$ cat config.mk
export PLATFORM = sky130hd
export DESIGN_NAME = ptt_ctrl
export DESIGN_NICKNAME = d
export VERILOG_FILES = /design/src/rtl/ptt_pkg.sv /design/src/rtl/ptt_ctrl.sv
export SDC_FILE = /design/constraint.sdc
export NUM_CORES = 1
export LEC_CHECK = 0
export ABC_CLOCK_PERIOD_IN_PS = 3100
export BUFFER_PORTS_ARGS = -buffer_cell sky130_fd_sc_hd__buf_2
export CORE_MARGIN = 2
export CORE_UTILIZATION = 40
export CTS_BUF_LIST = sky130_fd_sc_hd__clkbuf_2
export CTS_CLUSTER_DIAMETER = 120
export DETAILED_ROUTE_END_ITERATION = 12
export HOLD_SLACK_MARGIN = 0.08
export SYNTH_ARGS = -nofsm -noshare
export SYNTH_HDL_FRONTEND = slang
export SYNTH_SLANG_ARGS = --single-unit
export TNS_END_PERCENT = 50
$ cat constraint.sdc
create_clock -name clk -period 3.1 [get_ports clk]
set_input_delay 0.31 -clock clk [delete_from_list [all_inputs] [get_ports clk]]
set_output_delay 0.31 -clock clk [all_outputs]
set_load 0.005 [all_outputs]
$ cat src/rtl/ptt_pkg.sv
// ----------------------------------------------------------------------------
// ptt_pkg
// Shared types, register indexes, command codes and constants of the trail
// tracker.
// ----------------------------------------------------------------------------
package ptt_pkg;

	localparam int RAD_W  = 52;
	localparam int ROOT_W = RAD_W / 2;

	localparam logic [23:0] MAX_LEN_RESET = 24'd25600;
	localparam logic [15:0] COS_RESET     = 16'd0;
	localparam logic [24:0] RUN_MAX       = 25'h1FFFFFF;
	localparam logic [23:0] TOT_MAX       = 24'hFFFFFF;
	localparam logic [16:0] FRAC_MAX      = 17'h1FFFF;

	localparam logic [0:0] REG_MAX_LEN = 1'b0;
	localparam logic [0:0] REG_COS     = 1'b1;

	localparam logic [1:0] ST_SKIP    = 2'd0;
	localparam logic [1:0] ST_APPEND  = 2'd1;
	localparam logic [1:0] ST_RESTART = 2'd2;

	typedef logic [3:0] op_t;

	localparam op_t OP_NONE     = 4'd0;
	localparam op_t OP_LOAD     = 4'd1;
	localparam op_t OP_SQX      = 4'd2;
	localparam op_t OP_SQY      = 4'd3;
	localparam op_t OP_SQGO     = 4'd4;
	localparam op_t OP_CAP      = 4'd5;
	localparam op_t OP_DOT1     = 4'd6;
	localparam op_t OP_DOT2     = 4'd7;
	localparam op_t OP_NLBL     = 4'd8;
	localparam op_t OP_CLO      = 4'd9;
	localparam op_t OP_CHI      = 4'd10;
	localparam op_t OP_CMP      = 4'd11;
	localparam op_t OP_RESTART  = 4'd12;
	localparam op_t OP_DROP     = 4'd13;
	localparam op_t OP_APPEND   = 4'd14;
	localparam op_t OP_DIV_INIT = 4'd15;

	typedef struct packed {
		op_t  op;
		logic sel_back;
		logic div_step;
		logic out_load;
		logic out_skip;
	} cmd_t;

	typedef struct packed {
		logic nl_zero;
		logic nl_short;
		logic bl_zero;
		logic sq_done;
		logic full;
		logic div_last;
		logic trim_need;
		logic out_full;
	} sts_t;

endpackage

$ cat src/rtl/ptt_ctrl.sv
// ----------------------------------------------------------------------------
// ptt_ctrl
// Sequencer of the trail tracker: steps the datapath through one item.
// ----------------------------------------------------------------------------
module ptt_ctrl (
	input  logic           clk,
	input  logic           arst_n,
	input  logic           s_tvalid,
	output logic           s_tready,
	input  ptt_pkg::sts_t  sts,
	output ptt_pkg::cmd_t  cmd
);

	localparam logic [4:0] S_IDLE   = 5'd0;
	localparam logic [4:0] S_SQX    = 5'd1;
	localparam logic [4:0] S_SQY    = 5'd2;
	localparam logic [4:0] S_SQGO   = 5'd3;
	localparam logic [4:0] S_SQWAIT = 5'd4;
	localparam logic [4:0] S_DECIDE = 5'd5;
	localparam logic [4:0] S_BCHK   = 5'd6;
	localparam logic [4:0] S_DOT1   = 5'd7;
	localparam logic [4:0] S_DOT2   = 5'd8;
	localparam logic [4:0] S_NLBL   = 5'd9;
	localparam logic [4:0] S_CLO    = 5'd10;
	localparam logic [4:0] S_CHI    = 5'd11;
	localparam logic [4:0] S_CMP    = 5'd12;
	localparam logic [4:0] S_RST    = 5'd13;
	localparam logic [4:0] S_FULL   = 5'd14;
	localparam logic [4:0] S_FDROP  = 5'd15;
	localparam logic [4:0] S_APPEND = 5'd16;
	localparam logic [4:0] S_DIVI   = 5'd17;
	localparam logic [4:0] S_DIV    = 5'd18;
	localparam logic [4:0] S_TRIM   = 5'd19;
	localparam logic [4:0] S_TRD    = 5'd20;
	localparam logic [4:0] S_TDROP  = 5'd21;
	localparam logic [4:0] S_OUT    = 5'd22;
	localparam logic [4:0] S_SKIP   = 5'd23;

	logic [4:0] state_q, state_d;
	logic       phase_q, phase_d;

	assign s_tready = state_q == S_IDLE;

	always_comb begin
		state_d      = state_q;
		phase_d      = phase_q;
		cmd.op       = ptt_pkg::OP_NONE;
		cmd.sel_back = phase_q;
		cmd.div_step = 1'b0;
		cmd.out_load = 1'b0;
		cmd.out_skip = 1'b0;
		unique case (state_q)
			S_IDLE: begin
				if (s_tvalid) begin
					cmd.op  = ptt_pkg::OP_LOAD;
					phase_d = 1'b0;
					state_d = S_SQX;
				end
			end
			S_SQX: begin
				cmd.op  = ptt_pkg::OP_SQX;
				state_d = S_SQY;
			end
			S_SQY: begin
				cmd.op  = ptt_pkg::OP_SQY;
				state_d = S_SQGO;
			end
			S_SQGO: begin
				cmd.op  = ptt_pkg::OP_SQGO;
				state_d = S_SQWAIT;
			end
			S_SQWAIT: begin
				if (sts.sq_done) begin
					cmd.op  = ptt_pkg::OP_CAP;
					state_d = phase_q ? S_BCHK : S_DECIDE;
				end
			end
			S_DECIDE: begin
				if (sts.nl_short) begin
					state_d = S_SKIP;
				end else if (sts.nl_zero) begin
					state_d = S_RST;
				end else begin
					phase_d = 1'b1;
					state_d = S_SQX;
				end
			end
			S_BCHK:   state_d = sts.bl_zero ? S_RST : S_DOT1;
			S_DOT1: begin
				cmd.op  = ptt_pkg::OP_DOT1;
				state_d = S_DOT2;
			end
			S_DOT2: begin
				cmd.op  = ptt_pkg::OP_DOT2;
				state_d = S_NLBL;
			end
			S_NLBL: begin
				cmd.op  = ptt_pkg::OP_NLBL;
				state_d = S_CLO;
			end
			S_CLO: begin
				cmd.op  = ptt_pkg::OP_CLO;
				state_d = S_CHI;
			end
			S_CHI: begin
				cmd.op  = ptt_pkg::OP_CHI;
				state_d = S_CMP;
			end
			S_CMP: begin
				cmd.op  = ptt_pkg::OP_CMP;
				state_d = S_RST;
			end
			S_RST: begin
				cmd.op  = ptt_pkg::OP_RESTART;
				state_d = S_FULL;
			end
			// memory read of the front segment takes this cycle
			S_FULL:   state_d = sts.full ? S_FDROP : S_APPEND;
			S_FDROP: begin
				cmd.op  = ptt_pkg::OP_DROP;
				state_d = S_APPEND;
			end
			S_APPEND: begin
				cmd.op  = ptt_pkg::OP_APPEND;
				state_d = S_DIVI;
			end
			S_DIVI: begin
				cmd.op  = ptt_pkg::OP_DIV_INIT;
				state_d = S_DIV;
			end
			S_DIV: begin
				cmd.div_step = 1'b1;
				if (sts.div_last)
					state_d = S_TRIM;
			end
			S_TRIM:   state_d = sts.trim_need ? S_TRD : S_OUT;
			S_TRD:    state_d = S_TDROP;
			S_TDROP: begin
				cmd.op  = ptt_pkg::OP_DROP;
				state_d = S_TRIM;
			end
			S_OUT: begin
				if (!sts.out_full) begin
					cmd.out_load = 1'b1;
					state_d      = S_IDLE;
				end
			end
			S_SKIP: begin
				if (!sts.out_full) begin
					cmd.out_load = 1'b1;
					cmd.out_skip = 1'b1;
					state_d      = S_IDLE;
				end
			end
			default: state_d = S_IDLE;
		endcase
	end

	always_ff @(posedge clk or negedge arst_n) begin
		if (!arst_n) begin
			state_q <= S_IDLE;
			phase_q <= 1'b0;
		end else begin
			state_q <= state_d;
			phase_q <= phase_d;
		end
	end

endmodule

Word-level counts from Yosys, hierarchy flattened. Cells that the tools add are included. W data, S select, Z words.

Register bits after elaboration: 6. Output and inout bits: 9.

Equality and inequality tests: 29. Multiplexer cells: 23. Reduce and logical (&&, ||, !) cells: 6.

Operators by type and width (number): $pmux W5 S23 (1); $pmux W4 S15 (1); $eq A5 B4 Y1 const B (8); $eq A5 B5 Y1 const B (8); $mux W5 (6); $eq A5 B3 Y1 const B (4); $ne A2 B2 Y1 const B (6); $eq A5 B2 Y1 const B (2); $mux W4 (2); $reduce_and A4 Y1 (2); $mux W1 (7); $mux W2 (3); $eq A5 B1 Y1 const B (1); $logic_not A5 Y1 (1); $pmux W1 S2 (2); $reduce_or A2 Y1 (2); $mux W3 (1); $reduce_bool A2 Y1 (1).

Logic depth before layout (Yosys ltp).
Word-level depth: 4. Depth in mapped cells: 7. Mapped depth without buffers: 5.

Least setup slack after synthesis. Ideal clock, no wire load.

Path type: flip-flop to output port. From: register state_q[3]. To: output port cmd[5] in the netlist's numbering. Arrival: 1209 ps. Data required time: 2790 ps. Slack: 1581 ps. Stages on the path, launching flop included: 8. Buffers on the path: 2. Path through: dfrtp_1 buf_6 buf_6 nor2_1 nor2_1 a31oi_1 a22oi_1 o22ai_1.

RTL lines: start, declared (RTL line ptt_ctrl.sv:39) `logic [4:0] state_q, state_d;`; start signal, assigned (RTL line ptt_ctrl.sv:164) `state_q <= state_d;`; end, declared (RTL line ptt_ctrl.sv:11) `output ptt_pkg::cmd_t cmd`.

==> out/metrics.cfg <==
[yosys]
mappedNetlistNets = 128
yosysWarnings = 0
async_flop_share = 1.000
synth_area_leaders = dfrtp_1 (18%), o21ai_0 (8.2%), nand2_1 (6.2%)
ys.flop_type = dfrtp_1
synth-seq-cells = 6
netlist_area_um2 = 853.3
yosysTopAreaCellShare = 0.1760
synth_top_area_cell = dfrtp_1
avgSynthCellArea_um2 = 7.293
ys_top_cells_by_count = nand2_1 (14), o21ai_0 (14), nor2_1 (13)
synth_enable_flop_cells = 0
ys_seq_area_frac = 0.1760
ys_types = 39
syn_inst = 117

[min_path]
hold_class = in -> reg
hold_depth = 2
worstHoldStart = sts[7]
hold_path_end = phase_q

[timing]
period_needed_ns = 2.317
finalSetupViolCount = 0
fmax_mhz = 431.5
final_hold_viol_count = 0
final_max_slew_viol_count = 0
rsz0062_at_grt = false
period_share = 0.7476
worst_pin_slew_ns = 0.8697
fin_skew_ns = 0.01414
tns_ns = 0
relSlewSlack = 0.4202

[clocking]
htreeDepth = 1
clk_latency_ns = 0.24
cts_buffers = 3
cts_resized = 0
cts_sinks = 6
cts_tree = built
clock_path_buffers = 2
root_buffer = clkbuf_2
clk_pin_slew_worst_paths_ns = 0.05

[layout]
syn2layout_area_growth_pct = 7.478
regArea_um2 = 150.1
diodes = 0
multi_input_area_um2 = 601.8
nNetsFinal = 141
drive_gt1_frac = 0.2500
n_fill_cell = 207
fin_cells = 155

[global_routing]
grt_pass1_vias = 817
track_usage = 0.1951
grt-ovfl-total = 0
grt_pass1_wl_um = 3815
grt_max_degree = 29
antenna_found_initial = 0

[power]
swShare = 0.5541
internal_power_uw = 410.4
leakagePower_uw = 0.0004047
cellPowerDensity_nw_per_um2 = 1004
combPwrFrac = 0.617
clkPwrFrac = 0.062
p_sw_uw = 510.0
p_seq_frac = 0.321
peakVddDrop_mv = 0.6881

[critical_path]
rr_worst_depth = 4
worstSetupEndpointType = output port
criticalPathCategory = reg -> out
required_ns = 2.79
arrival_ns = 2.01
regToRegSetupSlack_ns = 1.12
crit_path_start_kind = flip-flop
r2r_end = state_q[0]
crit_fanout = 28
timing.rr.start = state_q[2]

[route]
drc = 0
postRouteAntennaNets = 0
drt_iter0_drc = 35
firstDrtPassIters = 4
top_layer = met4
vias = 945
wl_met1_um = 1090
wl_met3_um = 130
dr_wl_met2_um = 1052
routedWlPerCell_um = 14.74
drt-total-wl_um = 2284
via_per_inst = 6.097

[status]
status = finished clean

[die]
rows = 16
io_pins = 20
core-area_um2 = 1982
fp.dieH_um = 50.19
dieArea_um2 = 2519
start_util = 0.4306
fp.dieW_um = 50.19

[flow_run]
maxCapViolations = 0

[placement]
io_buffers = 19
dp.cells = 151
gp_congestion = 0.8737
dpl.hpwl_um = 1576

power by group through the flow:
stage               Combinational [µW]  Clock, µW  Sequential (µW)
CTS                                568       58.3              286
detailed placement                 565          0              289
finish                             568       57.4              295
global placement                   560          0              291
global route                       642       61.3              312
floorplan                          619          0              137
cell type report:
type                    count  share of cell area
repair buffers             20              0.1146
multi-input cells          96              0.6562
inverters                   3             0.01228
flip-flops and latches      6              0.1637
clock buffers               3             0.01637
well taps                  27             0.03683
flip-flops by register name (all words and copies together), names as in the netlist:
| signal | flops |
|---|---|
| phase_q | 1 |
| state_q | 5 |
layer usage:
layer / up-vias / GRT usage
met1: 451 / 0.2876
met3: 4 / 0.04762
met4: 0 / 0.02778
li1: 456 / -
met5: - / 0
met2: 34 / 0.2917
how the worst max path moves through the flow:
stage,start,to,slack (ns),cells past startpoint
3_3_place_gp,state_q[2],cmd[5],1.12,5
3_5_place_dp,state_q[2],cmd[5],1.06,5
6_report,state_q[2],cmd[5],0.78,5
4_1_cts,state_q[2],cmd[5],0.80,5
2_1_floorplan,state_q[3],cmd[5],1.58,7
5_1_grt,state_q[2],cmd[5],0.57,5
through the flow:
step                worst slack (ns)  utilization  instance area [µm²]  hold slack, ns  total power, µW
floorplan                      1.581            -                853.3         0.01441            755.2
global placement               1.123       0.4501                892.1          0.1374            850.9
detailed placement             1.056       0.4501                892.1          0.1456            853.9
CTS                           0.8047       0.4628                917.1          0.2947            912.8
global route                  0.5659       0.4628                917.1          0.3254             1015
finish                        0.7825       0.4628                917.1          0.2954            920.4
worst max-delay path: stages (launching register included):
cell and delay [ns]:
dfrtp_1 0.91, nand2b_1 0.24, a31oi_1 0.21, a22oi_1 0.08, o22ai_1 0.19, buf_2 0.14
cells by family (layout without fill, tap and decap cells):
family | after synthesis | in the layout | synth area share
muxes | 3 | 3 | 0.03666
buffers and inverters | 15 | 26 | 0.1188
DFF | 6 | 6 | 0.1759
AOI/OAI and AO/OA | 46 | 46 | 0.3695
and+or+nand+nor | 47 | 47 | 0.2991
repair_timing:
item | 4_1_cts | 5_1_grt
setup buffers | 0 | 0
endpoints found under the hold margin | 6 | 0
hold buffers | 1 | 0
cell usage in the layout, fill, tap and decap left out, types with 2 or more instances in the layout:
master | Yosys | routed
nor4_1 | 3 | 3
inv_1 | 2 | 2
o211ai_1 | 2 | 2
dfrtp_1 | 6 | 6
clkbuf_2 | 0 | 3
o21ai_0 | 14 | 14
a32oi_1 | 2 | 2
buf_2 | 6 | 19
nor2b_1 | 2 | 2
mux2i_1 | 2 | 2
nand2b_1 | 3 | 3
nand2_1 | 14 | 14
nor3_1 | 3 | 3
a2bb2oi_1 | 2 | 2
a22oi_1 | 3 | 3
o22ai_1 | 2 | 2
nor2_1 | 13 | 13
a21oi_1 | 8 | 8
nand3_1 | 3 | 3
o32ai_1 | 2 | 2
o21ai_1 | 2 | 2
Note: power is estimated with default switching activity, not from simulation.
